===== config.mk =====
export PLATFORM = sky130hd
export DESIGN_NAME = a2pa_div_cell
export DESIGN_NICKNAME = d
export VERILOG_FILES = /design/src/rtl/core/a2pa_pkg.sv /design/src/rtl/core/a2pa_div_cell.sv
export SDC_FILE = /design/constraint.sdc
export NUM_CORES = 1
export LEC_CHECK = 0
export CELL_PAD_IN_SITES_DETAIL_PLACEMENT = 1
export CELL_PAD_IN_SITES_GLOBAL_PLACEMENT = 1
export CORE_MARGIN = 2
export CORE_UTILIZATION = 48
export CTS_CLUSTER_SIZE = 30
export DETAILED_ROUTE_END_ITERATION = 12
export DONT_BUFFER_PORTS = 1
export GPL_ROUTABILITY_DRIVEN = 0
export PLACE_DENSITY = 0.84
export SYNTH_ARGS = -nofsm -noshare
export SYNTH_HDL_FRONTEND = slang
export SYNTH_SLANG_ARGS = --single-unit

===== constraint.sdc =====
create_clock -name clk -period 0.99 [get_ports clk]
set_clock_uncertainty 0.15 [all_clocks]
set_input_delay 0.0495 -clock clk [delete_from_list [all_inputs] [get_ports clk]]
set_output_delay 0.0495 -clock clk [all_outputs]
set_load 0.02 [all_outputs]

===== src/rtl/core/a2pa_pkg.sv =====
// ----------------------------------------------------------------------------
// a2pa_pkg
// Shared widths, coefficients and the cell payload for the atan2 angle unit.
// ----------------------------------------------------------------------------
package a2pa_pkg;

    localparam int INPUT_WIDTH     = 16;
    localparam int RATIO_FRAC_BITS = 18;
    localparam int ANGLE_WIDTH     = 16;

    // |num| and den fit in INPUT_WIDTH+1 bits unsigned
    localparam int MAG_WIDTH = INPUT_WIDTH + 2;
    // dividend is |num| << F, plus rounding bits
    localparam int DIVD_WIDTH = MAG_WIDTH + RATIO_FRAC_BITS + 1;
    // quotient bits: |t| <= 2^F
    localparam int QUOT_BITS  = RATIO_FRAC_BITS + 1;
    // one restoring-division step per cell
    localparam int DIV_CELLS  = QUOT_BITS;
    localparam int REM_WIDTH  = MAG_WIDTH + 1;

    // signed fixed-point datapath width for t, t2 and Horner values
    localparam int T_WIDTH    = RATIO_FRAC_BITS + 2;
    localparam int P_WIDTH    = RATIO_FRAC_BITS + 18;
    localparam int PROD_WIDTH = T_WIDTH + P_WIDTH;
    localparam int SUM_WIDTH  = RATIO_FRAC_BITS + 18;

    localparam int COEF_SHIFT = 24 - RATIO_FRAC_BITS;

    localparam logic signed [63:0] C1_Q24 = -64'sd174855283062;
    localparam logic signed [63:0] C3_Q24 =  64'sd56203599069;
    localparam logic signed [63:0] C5_Q24 = -64'sd25594836885;
    localparam logic signed [63:0] C7_Q24 =  64'sd6821774643;

    function automatic logic signed [63:0] coef_round(input logic signed [63:0] c);
        logic [63:0] m;
        begin
            m = (c < 0) ? 64'(-c) : 64'(c);
            if (COEF_SHIFT != 0)
            begin
                m = (m + (64'd1 << (COEF_SHIFT - 1))) >> COEF_SHIFT;
            end
            coef_round = (c < 0) ? -$signed(m) : $signed(m);
        end
    endfunction

    localparam logic signed [P_WIDTH-1:0] C1_F = P_WIDTH'(coef_round(C1_Q24));
    localparam logic signed [P_WIDTH-1:0] C3_F = P_WIDTH'(coef_round(C3_Q24));
    localparam logic signed [P_WIDTH-1:0] C5_F = P_WIDTH'(coef_round(C5_Q24));
    localparam logic signed [P_WIDTH-1:0] C7_F = P_WIDTH'(coef_round(C7_Q24));

    localparam logic [SUM_WIDTH-1:0] OFFS_POS = SUM_WIDTH'(64'd16385 << (RATIO_FRAC_BITS - 1));
    localparam logic [SUM_WIDTH-1:0] OFFS_NEG = SUM_WIDTH'(64'd49153 << (RATIO_FRAC_BITS - 1));

    // payload carried along the divider row
    typedef struct packed {
        logic                  valid;
        logic [REM_WIDTH-1:0]  rem;
        logic [DIVD_WIDTH-1:0] divd;
        logic [MAG_WIDTH-1:0]  den;
        logic [QUOT_BITS-1:0]  quot;
        logic                  num_neg;
        logic                  x_neg;
        logic                  y_neg;
    } div_cell_t;

    // right shift by F, rounded half away from zero
    function automatic logic signed [PROD_WIDTH-1:0] shr_round(
        input logic signed [PROD_WIDTH-1:0] v);
        logic [PROD_WIDTH-1:0] m;
        begin
            m = v[PROD_WIDTH-1] ? PROD_WIDTH'(-v) : PROD_WIDTH'(v);
            m = (m + (PROD_WIDTH'(1) << (RATIO_FRAC_BITS - 1))) >> RATIO_FRAC_BITS;
            shr_round = v[PROD_WIDTH-1] ? -$signed(m) : $signed(m);
        end
    endfunction

endpackage


===== src/rtl/core/a2pa_div_cell.sv =====
// ----------------------------------------------------------------------------
// a2pa_div_cell
// One restoring-division step: shift in a dividend bit, trial subtract.
// ----------------------------------------------------------------------------
module a2pa_div_cell
(
    input  logic                  clk,
    input  logic                  rst_n,
    input  logic                  advance,
    input  a2pa_pkg::div_cell_t   cell_in,
    output a2pa_pkg::div_cell_t   cell_out
);
    import a2pa_pkg::*;

    div_cell_t              cell_reg;
    div_cell_t              cell_next;
    logic [REM_WIDTH-1:0]   shifted;
    logic [REM_WIDTH:0]     diff;

    always_comb
    begin
        cell_next = cell_in;
        shifted   = {cell_in.rem[REM_WIDTH-2:0], cell_in.divd[DIVD_WIDTH-1]};
        diff      = {1'b0, shifted} - {2'b00, cell_in.den};
        cell_next.divd = {cell_in.divd[DIVD_WIDTH-2:0], 1'b0};
        if (!diff[REM_WIDTH])
        begin
            cell_next.rem  = diff[REM_WIDTH-1:0];
            cell_next.quot = {cell_in.quot[QUOT_BITS-2:0], 1'b1};
        end
        else
        begin
            cell_next.rem  = shifted;
            cell_next.quot = {cell_in.quot[QUOT_BITS-2:0], 1'b0};
        end
    end

    always_ff @(posedge clk or negedge rst_n)
    begin
        if (!rst_n)
        begin
            cell_reg <= '0;
        end
        else if (advance)
        begin
            cell_reg <= cell_next;
        end
    end

    assign cell_out = cell_reg;

`ifndef SYNTHESIS
    a_rem_below_den: assert property (@(posedge clk) disable iff (!rst_n)
        cell_reg.valid |-> (cell_reg.rem < REM_WIDTH'(cell_reg.den)))
        else $error("remainder not below divisor");
`endif

endmodule


==> results of run 1 <==
## cells in the mapped netlist (all sizes together)
library cell and n:
a31oi 14, inv 22, clkbuf 13, mux2i 1
a2bb2oi 1, a211oi 4, a41oi 1, nand3 7
o311ai 2, o221ai 2, buf 9, ha 18
a31o 1, o21ai 13, a2111oi 1, o31ai 1
xor2 8, o22a 1, nor3b 1, and2 1
dfrtp 96, conb 1, a221oi 1, a21boi 1
fa 1, mux2 76, nand4 2, o2111ai 1
nand2 49, nor2b 3, o21a 4, nor3 1
a21oi 21, nor2 21, or3 1, o211ai 2
xnor2 8, a21o 3
## kinds of logic after synthesis
group,Yosys count,synth area share [%]
xor gates and xnor gates,16,2.96
muxes,77,18.3
AOI/OAI and AO/OA,74,11.1
DFF,96,50.7
buffers and inverters,44,4.23
adders and majority gates,19,5.18
other,1,0.0792
and+or+nand+nor,86,7.48
## per-stage QoR
| step | std cells | TNS, ns | setup WS (ns) |
|---|---|---|---|
| after floorplan | 413 | -18.17 | -0.975 |
| after global placement | 674 | -22.07 | -1.16 |
| after detailed placement | 674 | -23.89 | -1.26 |
==> load_flow_metrics.sql, run 1 <==
INSERT INTO impl_metrics (metric_group, metric, value, unit) VALUES
('logic_synthesis', 'synth_fp_nets', '532', ''),
('floorplan', 'floorplan.rows', '36', ''),
('logic_synthesis', 'ys.warnings.count', '0', ''),
('clock_tree', 'clock_tree.buffer_depth', '2', ''),
('clock_tree', 'cts-buffers-inserted', '9', ''),
('placed_design', 'port_buffers', '0', ''),
('floorplan', 'design.portCount', '197', ''),
('clock_tree', 'cts_resized', '188', ''),
('clock_tree', 'clock-sinks', '96', ''),
('placed_design', 'dpl_cell_area', '6010', 'µm²'),
('logic_synthesis', 'netlist_instances', '413', ''),
('clock_tree', 'cts_hold_repair.buffers', '74', ''),
('clock_tree', 'cts_setup_buffers', '53', ''),
('floorplan', 'start_util', '48.9', '%'),
('floorplan', 'die_height', '103', 'µm'),
('logic_synthesis', 'synth.cell_area', '4740', 'µm²'),
('logic_synthesis', 'synth.largest_area_cell', 'sky130_fd_sc_hd__dfrtp_1', ''),
('outcome', 'status', 'stopped before the end', ''),
('logic_synthesis', 'yosys_register_bits', '96', ''),
('outcome', 'error', '[ERROR DPL-0033] detailed placement checks failed during check placement.', ''),
('logic_synthesis', 'ys_types', '46', ''),
('floorplan', 'die_width', '103', 'µm'),
('clock_tree', 'cts_root_buf', 'sky130_fd_sc_hd__clkbuf_8', ''),
('logic_synthesis', 'ys_top_cells_by_area', 'sky130_fd_sc_hd__dfrtp_1 51%, sky130_fd_sc_hd__mux2_2 18%, sky130_fd_sc_hd__ha_1 4.8%', ''),
('logic_synthesis', 'synth_seq_area_share', '50.7', '%'),
('placed_design', 'place_hpwl', '10600', 'µm'),
('logic_synthesis', 'synthesis.area_per_instance', '11.5', 'µm²'),
('clock_tree', 'clock_tree.htree_level_count', '3', ''),
('outcome', 'last-stage-reached', 'clock tree synthesis (4_1_cts)', ''),
('logic_synthesis', 'synth_top_area_share', '50.7', '%');
==> run 2, diff against run 1 <==
==> config.mk (replaced) <==
export PLATFORM = sky130hd
export DESIGN_NAME = a2pa_div_cell
export DESIGN_NICKNAME = d
export VERILOG_FILES = /design/src/rtl/core/a2pa_pkg.sv /design/src/rtl/core/a2pa_div_cell.sv
export SDC_FILE = /design/constraint.sdc
export NUM_CORES = 1
export LEC_CHECK = 0
export CORE_MARGIN = 2
export CORE_UTILIZATION = 40
export DETAILED_ROUTE_END_ITERATION = 12
export DONT_BUFFER_PORTS = 1
export GPL_ROUTABILITY_DRIVEN = 0
export PLACE_DENSITY_LB_ADDON = 0.15
export SYNTH_ARGS = -nofsm -noshare
export SYNTH_HDL_FRONTEND = slang
export SYNTH_SLANG_ARGS = --single-unit
==> run 2 against run 1 <==
Compared with the run above:
- the flow now finishes, with violations (hold timing, setup timing)
- area after synthesis did not move
- synthesized cell count did not move
==> load_flow_metrics.sql, run 2 <==
INSERT INTO impl_metrics (metric_group, metric, value, unit) VALUES
('finish', 'largest_register_ff_count', '96', ''),
('clock_tree', 'clock_tree.htree_level_count', '3', ''),
('logic_synthesis', 'ys_types', '46', ''),
('drt', 'route.final.wire_length', '13800', 'µm'),
('clock_tree', 'clock_tree.buffer_depth', '2', ''),
('sta', 'min_period', '1.72', 'ns'),
('drt', 'avgRoutedWirePerCell', '17.2', 'µm'),
('logic_synthesis', 'postSynth.asyncResetShare', '100', '%'),
('worst_setup_path', 'critical_path.max_fanout', '4', ''),
('finish', 'area_added_between_synthesis_and_finish', '66.3', '%'),
('sta', 'fin_ws', '-0.726', 'ns'),
('floorplan', 'die_width', '113', 'µm'),
('logic_synthesis', 'most_common_cell_in_the_netlist', 'sky130_fd_sc_hd__dfrtp_1', ''),
('logic_synthesis', 'synth.largest_area_cell', 'sky130_fd_sc_hd__dfrtp_1', ''),
('floorplan', 'design.portCount', '197', ''),
('global_route', 'antenna_found_initial', '0', ''),
('hold_path', 'hp-class', 'primary input to async pin', ''),
('drt', 'vias_after_detailed_routing', '4037', ''),
('worst_setup_path', 'worst_setup_path_end_kind', 'register', ''),
('worst_setup_path', 'cp.required', '1.11', 'ns'),
('sta', 'period_share', '173', '%'),
('global_route', 'grt_first_pass_wirelength', '22000', 'µm'),
('floorplan', 'start_util', '41.3', '%'),
('drt', 'first_pass_iters', '4', ''),
('global_route', 'grt_start_max_net_pins', '116', ''),
('finish', 'non_filler_instances', '804', ''),
('logic_synthesis', 'synth_edf_count', '0', ''),
('logic_synthesis', 'synth_top_area_share', '50.7', '%'),
('placed_design', 'placed_cells_incl_taps', '682', ''),
('logic_synthesis', 'ys.warnings.count', '0', ''),
('clock_tree', 'cts_root_buf', 'sky130_fd_sc_hd__clkbuf_16', ''),
('clock_tree', 'cts_hold_repair.buffers', '77', ''),
('clock_tree', 'clkSlewWorstSetupHoldPaths', '0.07', 'ns'),
('finish', 'final_cell_mix', '106 x sky130_fd_sc_hd__buf_6, 96 x sky130_fd_sc_hd__dfrtp_1, 77 x sky130_fd_sc_hd__dlygate4sd3_1, 71 x sky130_fd_sc_hd__buf_4, 60 x sky130_fd_sc_hd__mux2_2', ''),
('logic_synthesis', 'synth_seq_area_share', '50.7', '%'),
('power', 'power.static_leakage', '3.59', 'nW'),
('global_route', 'global_route.overflow_total', '0', ''),
('sta', 'finalSetupViolations', '131', ''),
('logic_synthesis', 'synthesis.area_per_instance', '11.5', 'µm²'),
('worst_setup_path', 'criticalPathCategory', 'primary input to register', ''),
('clock_tree', 'worst_skew_pair.late_latency', '0.35', 'ns'),
('worst_setup_path', 'worst-r2r-cell-count', '2', ''),
('logic_synthesis', 'commonest_cells_post_synth', '96 x sky130_fd_sc_hd__dfrtp_1, 76 x sky130_fd_sc_hd__mux2_2, 49 x sky130_fd_sc_hd__nand2_1', ''),
('finish', 'drive_gt1_share', '46.7', '%'),
('run', 'maxCapViolCount', '0', ''),
('placed_design', 'place_hpwl', '8570', 'µm'),
('worst_setup_path', 'timing.critical_path.from_type', 'primary input', ''),
('finish', 'mostFrequentLayoutCell', 'sky130_fd_sc_hd__buf_6', ''),
('sta', 'report.final.hold_viol_count', '192', ''),
('outcome', 'status', 'finished with violations', ''),
('sta', 'grt_setup_unrepaired', 'yes', ''),
('placed_design', 'port_buffers', '0', ''),
('drt', 'drc', '0', ''),
('logic_synthesis', 'netlist_instances', '413', ''),
('clock_tree', 'cts-buffers-inserted', '9', ''),
('floorplan', 'floorplan.rows', '39', ''),
('drt', 'detail_route.iter0.violations', '154', ''),
('power', 'vdd.ir_drop.worst', '0.00103', 'V'),
('floorplan', 'coreArea', '11500', 'µm²'),
('logic_synthesis', 'synth_fp_nets', '532', ''),
('outcome', 'failed_checks', 'hold timing, setup timing', ''),
('worst_setup_path', 'worst_ep_arrival_time', '1.84', 'ns'),
('logic_synthesis', 'synth.cell_area', '4740', 'µm²'),
('sta', 'fmaxAchievable', '583', 'MHz'),
('global_route', 'grt_pass1_vias', '4427', ''),
('global_route', 'overall_track_demand_over_capacity_in_global_routing', '21.7', '%'),
('sta', 'drv_slew', '0', ''),
('floorplan', 'die_height', '113', 'µm'),
('finish', 'diodes', '0', ''),
('floorplan', 'die_area', '12700', 'µm²'),
('clock_tree', 'cts_tree', 'done', ''),
('finish', 'final_net_count', '776', ''),
('logic_synthesis', 'synth_ff_type', 'sky130_fd_sc_hd__dfrtp_1', ''),
('drt', 'viasPerCell', '5.02', ''),
('clock_tree', 'clock-sinks', '96', ''),
('logic_synthesis', 'ys_top_cells_by_area', 'sky130_fd_sc_hd__dfrtp_1 51%, sky130_fd_sc_hd__mux2_2 18%, sky130_fd_sc_hd__ha_1 4.8%', ''),
('drt', 'count_of_nets_left_with_antenna_violations_after_detail_routing', '0', ''),
('logic_synthesis', 'yosys_register_bits', '96', ''),
('sta', 'fin_worst_hold_slack', '-0.755', 'ns'),
('placed_design', 'place_worst_setup_slack', '-1.10', 'ns'),
('power', 'power_per_cell_area', '1530', 'nW/µm²');
## run 2: cell counts after synthesis
Identical to the previous run, type by type.
## run 2: worst max-delay path, stage by stage
cell and delay (ns):
sky130_fd_sc_hd__inv_1 0.05, sky130_fd_sc_hd__ha_1 0.28, sky130_fd_sc_hd__nor2b_1 0.15, sky130_fd_sc_hd__o2111ai_2 0.33
sky130_fd_sc_hd__nand2_2 0.13, sky130_fd_sc_hd__a21oi_4 0.25, sky130_fd_sc_hd__buf_4 0.15, sky130_fd_sc_hd__buf_4 0.10
sky130_fd_sc_hd__xnor2_1 0.11, sky130_fd_sc_hd__nand2_1 0.08, sky130_fd_sc_hd__a31oi_1 0.15
## run 2: final cells by class
cell class | count | area (µm²)
Inverter | 22 | 109
Clock inverter | 3 | 25.0
Clock buffer | 12 | 256
Fill cell | 818 | 3590
Tap cell | 143 | 179
Multi-Input combinational cell | 273 | 2390
Timing Repair Buffer | 255 | 2520
Sequential cell | 96 | 2400
## run 2: worst paths after layout
kind | from | to | slack, ns
hold / removal | rst_n | cell_out[17] | -0.76
setup / recovery | cell_in[23] | cell_out[88] | -0.73
max in group asynchronous | rst_n | cell_out[32] | 1.28
hold reg to reg | cell_out[79] | cell_out[79] | 0.37
setup reg to reg | cell_out[50] | cell_out[50] | -0.08
min in group clk | cell_in[77] | cell_out[78] | -0.31
## run 2: kinds of logic (layout without fill, tap and decap cells)
group	after synthesis	in the layout	share of synthesized area [%]
other	1	1	0.0792
xor gates and xnor gates	16	16	2.96
adders and majority gates	19	19	5.18
and+or+nand+nor	86	86	7.48
DFF	96	96	50.7
muxes	77	77	18.3
buffers and inverters	44	292	4.23
AOI/OAI and AO/OA	74	74	11.1
## run 2: metrics by stage
stage               total power, mW  TNS [ns]  util (%)  instance area [µm²]
floorplan                      6.56    -18.17         -                 4920
global placement               7.67    -20.49      52.4                 6010
detailed placement             7.72    -21.43      52.4                 6010
CTS                            11.9    -21.91      67.0                 7680
global route                   12.6    -26.71      68.7                 7880
finish                         12.1    -22.36      68.7                 7880
## run 2: report_power, final
group          switching (mW)  leakage (nW)  total (mW)  internal, mW
registers               0.346          1.12        4.73          4.39
clock network            1.52         0.135        3.36          1.84
logic                    1.69          2.34        3.96          2.27
## run 2: timing repair
action                                  4_1_cts  5_1_grt
setup buffers                                21        9
endpoints found under the setup margin      116      125
resized for setup                           119       27
endpoints found under the hold margin       192      192
pin swaps                                    10       12
## run 2: per-layer routing
| metal | vias up | GRT usage [%] | share of wire [%] |
|---|---|---|---|
| li1 | 1928 | - | - |
| met1 | 1954 | 25.3 | 39 |
| met2 | 128 | 38.0 | 52 |
| met3 | 27 | 6.11 | 6.8 |
| met4 | 0 | 8.21 | 2.2 |
| met5 | - | 0 | 0 |
Power figures use the tool's default switching activity.
